===== src/hw/rtl/gini_best_split_search_assert.svh =====
// Assertion macros shared by the RTL of the Gini split search block.
`ifndef GINI_BEST_SPLIT_SEARCH_ASSERT_SVH
`define GINI_BEST_SPLIT_SEARCH_ASSERT_SVH
`ifndef SYNTHESIS
`define GBS_ASSERT_IMPLY(lbl, ante, cons, msg) \
	lbl: assert property (@(posedge clk) disable iff (!arst_n) (ante) |-> (cons)) else $error(msg);
`define GBS_ASSERT_NEXT(lbl, ante, cons, msg) \
	lbl: assert property (@(posedge clk) disable iff (!arst_n) (ante) |=> (cons)) else $error(msg);
`else
`define GBS_ASSERT_IMPLY(lbl, ante, cons, msg)
`define GBS_ASSERT_NEXT(lbl, ante, cons, msg)
`endif
`endif


===== src/hw/rtl/gbs_ram.sv =====
// Generic single-port RAM with registered read data.
module gbs_ram #(
	parameter int WIDTH = 8,
	parameter int DEPTH = 256
) (
	input  logic                     clk,
	input  logic                     we,
	input  logic [$clog2(DEPTH)-1:0] addr,
	input  logic [WIDTH-1:0]         wdata,
	output logic [WIDTH-1:0]         rdata
);
	logic [WIDTH-1:0] mem_q [DEPTH];

	always_ff @(posedge clk) begin
		if (we) begin
			mem_q[addr] <= wdata;
		end
		rdata <= mem_q[addr];
	end
endmodule


===== config.mk =====
export PLATFORM = sky130hd
export DESIGN_NAME = gbs_ram
export DESIGN_NICKNAME = d
export VERILOG_FILES = /design/src/hw/rtl/gini_best_split_search_assert.svh /design/src/hw/rtl/gbs_ram.sv
export SDC_FILE = /design/constraint.sdc
export NUM_CORES = 2
export LEC_CHECK = 0
export BUFFER_PORTS_ARGS = -buffer_cell sky130_fd_sc_hd__buf_2
export CAP_MARGIN = 10
export CORE_ASPECT_RATIO = 0.7
export CORE_MARGIN = 4
export CORE_UTILIZATION = 35
export CTS_BUF_LIST = sky130_fd_sc_hd__clkbuf_16
export CTS_CLUSTER_SIZE = 24
export DETAILED_ROUTE_END_ITERATION = 16
export PLACE_DENSITY = 0.6
export SLEW_MARGIN = 20
export SYNTH_ARGS = -nofsm -noshare
export SYNTH_HDL_FRONTEND = slang
export SYNTH_SLANG_ARGS = --single-unit

===== constraint.sdc =====
create_clock -name clk -period 3.2 [get_ports clk]
set_input_delay 0.96 -clock clk [delete_from_list [all_inputs] [get_ports clk]]
set_output_delay 0.96 -clock clk [all_outputs]
set_load 0.01 [all_outputs]

==> flow_summary.json <==
{
  "tightest_slew_ns": 1.09,
  "seqPwrFrac": 0.545,
  "rsz0062_at_grt": "false",
  "ir_worst_vdd_uv": 453,
  "io-pin-count": 26,
  "gp_congestion": 0.816,
  "drc_errors": 0,
  "fillers": 19200,
  "cp.required_ns": 3.91,
  "antenna_found_initial": 6,
  "end_kind": "flop",
  "p_sw_mw": 11.6,
  "dieWidth_um": 574,
  "hpwl_um": 133000,
  "synth_cell_types": 22,
  "clock_sinks": 2056,
  "synth_nets": 3565,
  "worstPathArrival_ns": 3.90,
  "finalMaxSlewViolations": 0,
  "pre_cts_slack_ns": -1.05,
  "post-route-cell-area_mm2": 0.0934,
  "start_util": 0.352,
  "fin_crit_ns": 3.20,
  "power_density_mw_per_mm2": 584,
  "avgSynthCellArea_um2": 22.1,
  "final_cells": 7271,
  "grt_overflow": 0,
  "min_from": "wdata[5]",
  "leakagePower_nw": 29.6,
  "nNetsFinal": 4206,
  "crit-reg2reg-launch": "mem_q[235][1]",
  "crit_start": "addr[0]",
  "core_area_mm2": 0.223,
  "setup_viol": 0,
  "tritoncts": "yes",
  "max_slew_margin": 0.269,
  "power_switching_share": 0.213,
  "antenna_left": 0,
  "fin_ws_ns": 0.00143,
  "max_freq_mhz": 313,
  "critical-path-top-delay-family": "compound AO/OA/AOI/OAI gates",
  "numPortBuffers": 25,
  "wl_per_cell_um": 28.2,
  "track_usage": 0.174,
  "viasPerCell": 5.51,
  "drt-initial-drc-count": 6019,
  "vias": 40000,
  "cts_buffer_depth": 4,
  "multi_input_area_mm2": 0.0158,
  "grt_first_pass_wirelength_um": 295000,
  "cp_max_fo": 14,
  "holdWs_ns": 0.535,
  "max_stage_delay_ns": 0.90,
  "cts_buffers": 189,
  "dieArea_mm2": 0.232,
  "hp-class": "input port to flop",
  "p_comb_frac": 0.055,
  "first_pass_iters": 6,
  "area_growth_pct": 19.0,
  "clkTransAtPathRegs_ns": 0.07,
  "timing_hold_violations_final": 0,
  "power.total_mw": 54.6,
  "status": "completed",
  "ys_seq_area_frac": 0.786,
  "ff_latch_area_mm2": 0.0617,
  "mostFrequentLayoutCells": "edfxtp_1, buf_4, mux4_2",
  "die_h_um": 404,
  "synth_seq_cells": 2056,
  "path_cells": "buf_8, buf_12, buf_12, buf_4, mux4_2, a22oi_1, a21oi_1, o41ai_1, buf_4, nand4_1",
  "synth_warnings": 0,
  "cp_slowest_cell": "o41ai_1",
  "first_global_vias": 39100,
  "final_common_cell": "edfxtp_1",
  "start_kind": "input port",
  "layout-drive-gt1-share": 0.337,
  "placed_cells": 6937,
  "internal_power_mw": 43.0,
  "timing.critical_path.buf_inv": 5,
  "grt_max_degree": 104,
  "dpl-instance-area_mm2": 0.0875,
  "htreeDepth": 4,
  "clockRootBuffer": "clkbuf_16",
  "finClkSkew_ns": 0.0368,
  "wl_um": 205000,
  "rows": 145,
  "p_clk_frac": 0.401,
  "syn_area_mm2": 0.0785,
  "clock_latency_ns": 0.85,
  "fin_crit_sh": 1.00,
  "drv_cap": 0,
  "netlist_instances": 3547,
  "criticalPathCategory": "input port to flop"
}
==> flip-flops by register name (all words and copies together) (netlist names) <==
register	cells
mem_q	2048
rdata	8
==> per-stage QoR <==
stage | setup TNS, ns | util
2_1_floorplan | 0 | -
3_3_place_gp | -43.05 | 0.392
3_5_place_dp | -44.72 | 0.392
4_1_cts | 0 | 0.419
5_1_grt | 0 | 0.419
6_report | 0 | 0.419
==> power groups by stage <==
stage	logic (mW)	clock network [mW]	registers, mW
2_1_floorplan	1.32	0	30.3
3_3_place_gp	2.96	0	30.3
3_5_place_dp	2.99	0	30.3
4_1_cts	3.00	22.3	29.7
5_1_grt	3.15	23.5	29.7
6_report	2.97	21.9	29.7
==> per-layer routing <==
metal  vias up  global-route usage  routed length (um)  share of wire
met3       246              0.0406               21300           0.10
li1      16300                   -                   -              -
met4         0              0.0306                3210          0.016
met1     21500               0.276               91700           0.45
met2      1964               0.247               88800           0.43
met5         -                   0                   0              0
==> worst reg2reg max path, cell delays in order, from the launching register on <==
cell      delay (ns)
edfxtp_1        0.35
mux4_2          0.51
a22oi_1         0.22
buf_4           0.17
a21oi_1         0.17
o41ai_1         0.90
buf_4           0.24
nand4_1         0.09
==> kinds of logic (layout without fill, tap and decap cells) <==
group | Yosys count | in the layout | synth area share
flops | 2056 | 2056 | 0.786
mux | 512 | 512 | 0.147
compound gates | 416 | 416 | 0.0362
simple gates | 330 | 330 | 0.0173
buf+inv | 233 | 1015 | 0.0140
other cells | 0 | 2 | 0
==> Yosys cell counts <==
library cell,number,area share
a21oi_1,128,0.0082
a22oi_1,256,0.024
and2_1,3,0.00024
buf_1,19,0.00091
buf_2,36,0.0023
buf_4,16,0.0015
buf_6,16,0.0023
clkbuf_1,145,0.0069
dfxtp_1,8,0.0020
edfxtp_1,2048,0.78
inv_1,1,0.000048
mux4_2,512,0.15
nand2_1,28,0.0013
nand2b_1,6,0.00048
nand3_1,13,0.00083
nand4_1,8,0.00064
nor2_1,232,0.011
nor2b_1,7,0.00056
nor3_1,30,0.0019
o41ai_1,32,0.0036
or2_2,2,0.00016
or3_1,1,0.000080
==> final cells by class <==
cell class,instances,share of cell area
Sequential cell,2056,0.660
Clock buffer,192,0.0514
Multi-Input combinational cell,1258,0.169
Tap cell,2940,0.0394
Inverter,1,0.0000402
Timing Repair Buffer,682,0.0686
Antenna cell,2,0.0000536
Clock inverter,140,0.0114
==> worst paths after layout <==
kind                       end  slack, ns  cells past startpoint
setup / recovery      rdata[1]      0.001                     10
hold / removal    mem_q[78][5]       0.54                      1
setup reg to reg      rdata[1]       0.43                      7
hold reg to reg       rdata[7]       1.08                      5
==> what timing repair did <==
| item | CTS | global route |
|---|---|---|
| endpoints found under the setup margin | 1 | 2 |
| setup buffers | 0 | 0 |
| hold buffers | 0 | 0 |
| resized for setup | 1 | 2 |
No activity file was read; power rests on OpenSTA's default activity.
